### src/rtl/core/rqsi_pkg.sv
package rqsi_pkg;

  // Default queue depth
  localparam int QUEUE_DEPTH_DEF = 16;

  // Scheduling modes
  localparam logic [1:0] MODE_FIFO  = 2'd0;
  localparam logic [1:0] MODE_PRIO  = 2'd1;
  localparam logic [1:0] MODE_SHORT = 2'd2;

  // Input beat kinds
  localparam logic KIND_INSERT = 1'b0;
  localparam logic KIND_POP    = 1'b1;

  // One queue entry
  typedef struct packed {
    logic [15:0] id;
    logic [7:0]  prio;
    logic [15:0] est;
  } entry_t;

  // Entry travelling down the chain during an insert
  typedef struct packed {
    logic   valid;
    logic   placed;   // new entry already sits upstream, this is a displaced one
    entry_t ent;
  } carry_t;

  // Control broadcast to every cell
  typedef struct packed {
    logic       pop;
    logic [1:0] mode;
  } cell_ctrl_t;

  // True when the held entry must go behind the new one
  function automatic logic key_gt(logic [1:0] mode, entry_t held, entry_t nw);
    logic r;
    r = 1'b0;
    case (mode)
      MODE_PRIO:  r = (held.prio > nw.prio);
      MODE_SHORT: r = (held.est > nw.est);
      default:    r = 1'b0;
    endcase
    return r;
  endfunction

endpackage

### src/rtl/core/ready_queue_sorted_insert_unit.sv
// Sorted ready queue for a short-term scheduler.
// Input channel (in_valid / in_stall): one beat is an insert (in_kind 0) carrying
// in_proc_id, in_prio_level and in_burst_estimate, or a pop (in_kind 1).
// Result channel (out_valid / out_stall): exactly one beat per input beat, in order.
// A pop returns the head id with out_head_valid set, or out_error_flag on an empty
// queue. An insert returns all zeros, or out_error_flag when the queue is full.
// The result is registered and appears in the cycle after the input beat is taken.
// Queue order follows the mode written via cfg_wr_data: tail append (0 or 3),
// lowest priority first (1) or shortest estimate first (2); ties keep arrival order.
// A pop, a rejected insert and a pop of an empty queue finish without a walk.
// An accepted insert walks a carry down the cell chain, one cell per cycle, and
// stops at the first free cell: the unit is busy until the carry reaches the cell
// at the fill count (entries before the insert) and takes no new beat meanwhile.
// Reset empties the queue and selects mode 0; no clearing pass is needed.
// While out_stall is high with a result pending, the result holds and no new beat
// is taken.
module ready_queue_sorted_insert_unit
  import rqsi_pkg::*;
#(
  parameter int QUEUE_DEPTH = QUEUE_DEPTH_DEF
) (
  input  logic        clk,
  input  logic        rst_n,
  input  logic        cfg_wr_en,
  input  logic [1:0]  cfg_wr_data,
  input  logic        in_valid,
  output logic        in_stall,
  input  logic        in_kind,
  input  logic [15:0] in_proc_id,
  input  logic [7:0]  in_prio_level,
  input  logic [15:0] in_burst_estimate,
  output logic        out_valid,
  input  logic        out_stall,
  output logic [15:0] out_head_id,
  output logic        out_head_valid,
  output logic        out_error_flag
);

  localparam int CW = $clog2(QUEUE_DEPTH + 1);
  localparam int SW = $clog2(QUEUE_DEPTH);

  typedef enum logic [1:0] {
    ST_IDLE   = 2'b01,
    ST_INSERT = 2'b10
  } state_t;

  state_t      state_r, state_nxt;
  logic [CW-1:0] count_r, count_nxt;
  logic [SW-1:0] step_r, step_nxt;
  logic [1:0]  mode_r;
  carry_t      inj_r, inj_nxt;

  logic        out_valid_r, out_valid_nxt;
  logic [15:0] out_id_r, out_id_nxt;
  logic        out_hv_r, out_hv_nxt;
  logic        out_err_r, out_err_nxt;

  logic        accept, is_pop, empty, full, do_pop, do_ins, ins_done;
  cell_ctrl_t  ctrl;
  carry_t      carry [QUEUE_DEPTH+1];
  entry_t      hold  [QUEUE_DEPTH];
  entry_t      nbr   [QUEUE_DEPTH];
  logic        occ   [QUEUE_DEPTH];

  // Handshake and decode
  assign in_stall = (state_r != ST_IDLE) || (out_valid_r && out_stall);
  assign accept   = in_valid && !in_stall;
  assign is_pop   = (in_kind == KIND_POP);
  assign empty    = (count_r == '0);
  assign full     = (count_r == CW'(QUEUE_DEPTH));
  assign do_pop   = accept && is_pop && !empty;
  assign do_ins   = accept && !is_pop && !full;
  assign ins_done = (state_r == ST_INSERT) && (CW'(step_r) == count_r);

  assign ctrl.pop  = do_pop;
  assign ctrl.mode = mode_r;

  // Mode register
  always_ff @(posedge clk) begin
    if (!rst_n) begin
      mode_r <= MODE_FIFO;
    end else if (cfg_wr_en) begin
      mode_r <= cfg_wr_data;
    end
  end

  // Sequencer: fill count, insert step and injected carry
  always_comb begin
    state_nxt        = state_r;
    count_nxt        = count_r;
    step_nxt         = step_r;
    inj_nxt          = inj_r;
    inj_nxt.valid    = 1'b0;
    case (state_r)
      ST_IDLE: begin
        if (do_pop) begin
          count_nxt = count_r - 1'b1;
        end else if (do_ins) begin
          state_nxt      = ST_INSERT;
          step_nxt       = '0;
          inj_nxt.valid  = 1'b1;
          inj_nxt.placed = 1'b0;
          inj_nxt.ent.id   = in_proc_id;
          inj_nxt.ent.prio = in_prio_level;
          inj_nxt.ent.est  = in_burst_estimate;
        end
      end
      ST_INSERT: begin
        if (ins_done) begin
          state_nxt = ST_IDLE;
          count_nxt = count_r + 1'b1;
        end else begin
          step_nxt = step_r + 1'b1;
        end
      end
      default: begin
        state_nxt = ST_IDLE;
      end
    endcase
  end

  always_ff @(posedge clk) begin
    if (!rst_n) begin
      state_r <= ST_IDLE;
      count_r <= '0;
      step_r  <= '0;
      inj_r   <= '0;
    end else begin
      state_r <= state_nxt;
      count_r <= count_nxt;
      step_r  <= step_nxt;
      inj_r   <= inj_nxt;
    end
  end

  // Result register
  always_comb begin
    out_valid_nxt = out_valid_r && out_stall;
    out_id_nxt    = out_id_r;
    out_hv_nxt    = out_hv_r;
    out_err_nxt   = out_err_r;
    if (accept) begin
      out_valid_nxt = 1'b1;
      out_id_nxt    = do_pop ? hold[0].id : 16'd0;
      out_hv_nxt    = do_pop;
      out_err_nxt   = is_pop ? empty : full;
    end
  end

  always_ff @(posedge clk) begin
    if (!rst_n) begin
      out_valid_r <= 1'b0;
    end else begin
      out_valid_r <= out_valid_nxt;
    end
  end

  always_ff @(posedge clk) begin
    out_id_r  <= out_id_nxt;
    out_hv_r  <= out_hv_nxt;
    out_err_r <= out_err_nxt;
  end

  assign out_valid      = out_valid_r;
  assign out_head_id    = out_id_r;
  assign out_head_valid = out_hv_r;
  assign out_error_flag = out_err_r;

  // Cell chain
  assign carry[0] = inj_r;

  for (genvar gi = 0; gi < QUEUE_DEPTH; gi++) begin : g_cell
    assign occ[gi] = (CW'(gi) < count_r);
    if (gi == QUEUE_DEPTH - 1) begin : g_last
      assign nbr[gi] = '0;
    end else begin : g_mid
      assign nbr[gi] = hold[gi+1];
    end
    rqsi_cell u_cell (
      .clk       (clk),
      .rst_n     (rst_n),
      .ctrl      (ctrl),
      .occupied  (occ[gi]),
      .carry_in  (carry[gi]),
      .nbr_entry (nbr[gi]),
      .carry_out (carry[gi+1]),
      .hold_out  (hold[gi])
    );
  end

  // Checks
  a_no_spill: assert property (@(posedge clk) disable iff (!rst_n)
    !carry[QUEUE_DEPTH].valid)
    else $error("insert carry ran off the end of the chain");

  a_count_range: assert property (@(posedge clk) disable iff (!rst_n)
    count_r <= CW'(QUEUE_DEPTH))
    else $error("fill count beyond queue depth");

  a_busy_stall: assert property (@(posedge clk) disable iff (!rst_n)
    (state_r == ST_INSERT) |-> in_stall)
    else $error("beat taken during an insert walk");

  a_pop_count: assert property (@(posedge clk) disable iff (!rst_n)
    do_pop |=> (count_r == $past(count_r) - 1'b1) && (state_r == ST_IDLE))
    else $error("pop did not drop the fill count");

  a_ins_done: assert property (@(posedge clk) disable iff (!rst_n)
    ins_done |=> (state_r == ST_IDLE) && (count_r == $past(count_r) + 1'b1))
    else $error("insert walk did not finish cleanly");

endmodule

### src/rtl/core/rqsi_cell.sv
module rqsi_cell
  import rqsi_pkg::*;
(
  input  logic       clk,
  input  logic       rst_n,
  input  cell_ctrl_t ctrl,
  input  logic       occupied,
  input  carry_t     carry_in,
  input  entry_t     nbr_entry,
  output carry_t     carry_out,
  output entry_t     hold_out
);

  entry_t hold_r, hold_nxt;
  carry_t carry_r, carry_nxt;

  // Pop shifts toward the head; an insert carry is absorbed, swapped or passed on
  always_comb begin
    hold_nxt        = hold_r;
    carry_nxt       = carry_in;
    carry_nxt.valid = 1'b0;
    if (ctrl.pop) begin
      hold_nxt = nbr_entry;
    end else if (carry_in.valid) begin
      if (!occupied) begin
        hold_nxt = carry_in.ent;
      end else if (carry_in.placed || key_gt(ctrl.mode, hold_r, carry_in.ent)) begin
        hold_nxt         = carry_in.ent;
        carry_nxt.valid  = 1'b1;
        carry_nxt.placed = 1'b1;
        carry_nxt.ent    = hold_r;
      end else begin
        carry_nxt = carry_in;
      end
    end
  end

  // Entry storage, no reset
  always_ff @(posedge clk) begin
    hold_r <= hold_nxt;
  end

  // Carry stage toward the next cell
  always_ff @(posedge clk) begin
    if (!rst_n) begin
      carry_r <= '0;
    end else begin
      carry_r <= carry_nxt;
    end
  end

  assign carry_out = carry_r;
  assign hold_out  = hold_r;

endmodule

### config.mk
export PLATFORM = sky130hd
export DESIGN_NAME = ready_queue_sorted_insert_unit
export DESIGN_NICKNAME = d
export VERILOG_FILES = /design/src/rtl/core/rqsi_pkg.sv /design/src/rtl/core/ready_queue_sorted_insert_unit.sv /design/src/rtl/core/rqsi_cell.sv
export SDC_FILE = /design/constraint.sdc
export NUM_CORES = 2
export LEC_CHECK = 0
export BUFFER_PORTS_ARGS = -buffer_cell sky130_fd_sc_hd__buf_2
export CORE_MARGIN = 5
export CORE_UTILIZATION = 45
export CTS_CLUSTER_DIAMETER = 60
export CTS_CLUSTER_SIZE = 30
export DETAILED_ROUTE_END_ITERATION = 8
export GPL_TIMING_DRIVEN = 1
export PLACE_DENSITY_LB_ADDON = 0.12
export SYNTH_ARGS = -nofsm -noshare
export SYNTH_HDL_FRONTEND = slang
export SYNTH_SLANG_ARGS = --single-unit
### constraint.sdc
create_clock -name clk -period 9.6 [get_ports clk]
set_clock_uncertainty 0.05 [all_clocks]
set_input_delay 0 -clock clk [delete_from_list [all_inputs] [get_ports clk]]
set_output_delay 0 -clock clk [all_outputs]
set_load 0.01 [all_outputs]
==> results_dict.tcl <==
set metrics [dict create \
    status "completed" \
    grt_max_degree 221 \
    finalCriticalPeriod_ps 4983 \
    grt_pass1_vias 44408 \
    clk_pin_slew_ps 60 \
    synth_cell_type_count 74 \
    drive_gt1_share_pct 6.041 \
    combPwrFrac_pct 6.5 \
    internal_power_mw 9.311 \
    tightest_slew_ps 1084 \
    tritoncts "yes" \
    ant_nets 0 \
    die_h_um 383.5 \
    synth_cells 6888 \
    endpoint_kind "flop" \
    cts_buffer_depth 3 \
    synthArstFlopShare_pct 0 \
    fin_setup_tns_ps 0 \
    p_sw_share_pct 25.28 \
    detailedPlace.worstSlack_ps 4636 \
    place.gp.congestion 0.8095 \
    wl_met3_um 5827 \
    r2r-end "g_cell[12].u_cell.hold_out[13]$_DFFE_PP_" \
    row_count 137 \
    area.growth.synth_to_final_pct 11.53 \
    wl_met1_um 74380 \
    rsz0062_at_grt "no" \
    path_max_fanout 118 \
    synthTopCellsByArea "edfxtp_1 (30%), dfxtp_1 (23%), nand2_1 (13%)" \
    core_area_um2 139000 \
    cts_made_buffers 130 \
    seq_area_frac_synth_pct 52.68 \
    worstHoldStart "cfg_wr_en" \
    final-seq-area_um2 33070 \
    n_fill_cell 12992 \
    initial_utilization_pct 45.16 \
    dr.first_iter.drc_count 3505 \
    r2r-start "count_r[1]$_SDFFE_PN0P_" \
    powerDensity_nw_per_um2 178.0 \
    min_to "mode_r[1]$_SDFFE_PN0P_" \
    ir_drop_mv 0.1656 \
    setup_viol 0 \
    post-route-drc-count 0 \
    antenna_found_initial 0 \
    routedWlPerCell_um 17.42 \
    cts-root-buf "clkbuf_16" \
    via_per_inst 5.218 \
    routed_wl_um 153700 \
    rr_worst_depth 8 \
    dp_hpwl_um 102800 \
    ys_seq_elements 1343 \
    yosysWarningCount 0 \
    syn-cell-area_um2 62780 \
    io_pins 68 \
    cpPeakStageDelay_ps 930 \
    overflow 0 \
    fin_hold_ws_ps 76.97 \
    critPathLaunchType "flop" \
    synth_flop_cell "dfxtp_1" \
    multiInputGateArea_um2 26590 \
    syn_area_per_cell_um2 9.114 \
    r2r_slack_ps 4620 \
    cp.required_ps 10000 \
    cts_htree_levels 4 \
    antenna_cells 0 \
    worstSetupPathType "flop to flop" \
    p_sw_mw 3.150 \
    vias 46067 \
    path_common_cell "buf_4" \
    fp.dieW_um 383.5 \
    dr_wl_met2_um 70340 \
    crit_chain "inv_1 > ha_1 > nor4b_1 > or4b_4 > inv_8 > buf_4 > buf_4 > o21ai_0" \
    fmax_ghz 0.2007 \
    cts.sinks 1343 \
    setup_ws_ps 4617 \
    dieArea_um2 147100 \
    synth_top_area_cell "edfxtp_1" \
    maxSlewHeadroom_pct 27.75 \
    path_buf_inv 4 \
    maxCapViolCount 0 \
    leakage_nw 25.72 \
    critical_path.top_delay_family "buffers and inverters" \
    groute.usage.overall_pct 20.59 \
    period_share_pct 51.90 \
    io_buffer_count 67 \
    hold_violations 0 \
    synth.net_count 7326 \
    highest_layer "met4" \
    fin_nets 7287 \
    yosysTopAreaCellShare_pct 29.56 \
    synth_edf_count 618 \
    arrival_ps 5390 \
    clockPowerShare_pct 43.2 \
    hp-class "input pin to flop" \
    cpMaxStageDelayCell "buf_4" \
    dr.pass1.iters 5 \
    clock_latency_ps 770 \
    slew_violations 0 \
    holdPathStages 4 \
    grt_pass1_wl_um 247700 \
    cts.repair.resized 0 \
    seq_power_share_pct 50.3 \
]
final cells by class:
type                       instances  share of cell area, %
sequential                      1343                  47.24
tap                             1876                  3.353
multi-input combinational       4713                  37.97
clock inverter                    84                  1.324
clock buffer                     151                  5.027
timing repair buffer             241                  2.827
inverter                         420                  2.262
synthesized netlist by cell type (all sizes together) (31+ instances only):
library cell	n
nand2	2198
dfxtp	725
o21ai	723
edfxtp	618
inv	420
ha	390
nand3	333
mux2i	282
clkbuf	270
a21oi	162
buf	142
nor2	114
nand4	71
a21boi	48
a2bb2oi	40
nor2b	31
power groups by stage:
stage	Sequential [mW]	Clock, mW	Combinational [mW]
6_report	6.27	5.39	0.805
4_1_cts	6.27	5.54	0.812
5_1_grt	6.28	5.76	0.901
3_3_place_gp	6.40	0	0.762
2_1_floorplan	6.35	0	0.533
3_5_place_dp	6.40	0	0.773
placed cells by master, fill, tap and decap left out, types with 19 or more instances in the layout:
master / Yosys / layout
a21oi_1: 162 / 161
inv_1: 419 / 418
edfxtp_1: 618 / 618
inv_6: 0 / 27
mux2i_1: 282 / 282
o21ai_0: 720 / 716
a2bb2oi_1: 40 / 40
ha_1: 390 / 390
dlygate4sd3_1: 0 / 111
a31o_2: 19 / 19
and2_1: 24 / 24
nand4_1: 71 / 71
nand2_1: 2198 / 2197
dfxtp_1: 725 / 725
o211ai_1: 29 / 29
a21o_1: 21 / 21
nor2_1: 113 / 110
nor2b_1: 31 / 31
buf_4: 25 / 59
a21boi_0: 46 / 46
nand3_1: 333 / 333
clkbuf_16: 0 / 136
buf_2: 105 / 66
flip-flops by register name (all words and copies together), names as in the netlist:
register / flops
g_cell.u_cell.hold_out: 640
g_cell.u_cell.carry_out: 630
carry: 41
out_head_id: 16
count_r: 5
step_r: 4
mode_r: 2
state_r: 2
out_error_flag: 1
out_head_valid: 1
out_valid: 1
through the flow:
stage               instance area, um^2  std cells  utilization [%]  total power [mW]
floorplan                         62780       6888                -             6.888
global placement                  64460       8482            46.37             7.158
detailed placement                64460       8482            46.37             7.171
CTS                               70010       8828            50.36             12.62
global route                      70010       8828            50.36             12.95
finish                            70010       8828            50.36             12.46
repair_timing:
item | 4_1_cts | 5_1_grt
setup endpoints to repair | 0 | 0
hold buffers | 111 | 0
endpoints found under the hold margin | 88 | 0
setup buffers | 0 | 0
cells by family after synthesis:
group / synth area share (%)
buf+inv: 5.393
compound gates: 10.93
flops: 52.68
mux: 4.496
fa+ha+maj: 7.773
simple gates: 18.58
xor+xnor: 0.1535
worst max path at each step:
stage | cells past startpoint | start | end
floorplan | 8 | g_cell[3].u_cell.hold_out[15]$_DFFE_PP_ | g_cell[3].u_cell.hold_out[0]$_DFFE_PP_
global placement | 8 | count_r[1]$_SDFFE_PN0P_ | g_cell[14].u_cell.hold_out[9]$_DFFE_PP_
detailed placement | 8 | count_r[1]$_SDFFE_PN0P_ | g_cell[13].u_cell.hold_out[13]$_DFFE_PP_
CTS | 8 | count_r[1]$_SDFFE_PN0P_ | g_cell[13].u_cell.hold_out[13]$_DFFE_PP_
global route | 8 | count_r[1]$_SDFFE_PN0P_ | g_cell[14].u_cell.hold_out[15]$_DFFE_PP_
finish | 8 | count_r[1]$_SDFFE_PN0P_ | g_cell[12].u_cell.hold_out[13]$_DFFE_PP_
routing by layer:
metal | up-vias | global-route usage [%]
li1 | 23302 | -
met1 | 21688 | 29.32
met2 | 880 | 33.49
met3 | 197 | 2.523
met4 | 0 | 5.175
met5 | - | 0
tightest hold or removal path, cell delays in order:
cell,delay [ps]
buf_2,100
mux2i_1,70
dlygate4sd3_1,550
nor2b_1,100
No activity file was read; power rests on OpenSTA's default activity.
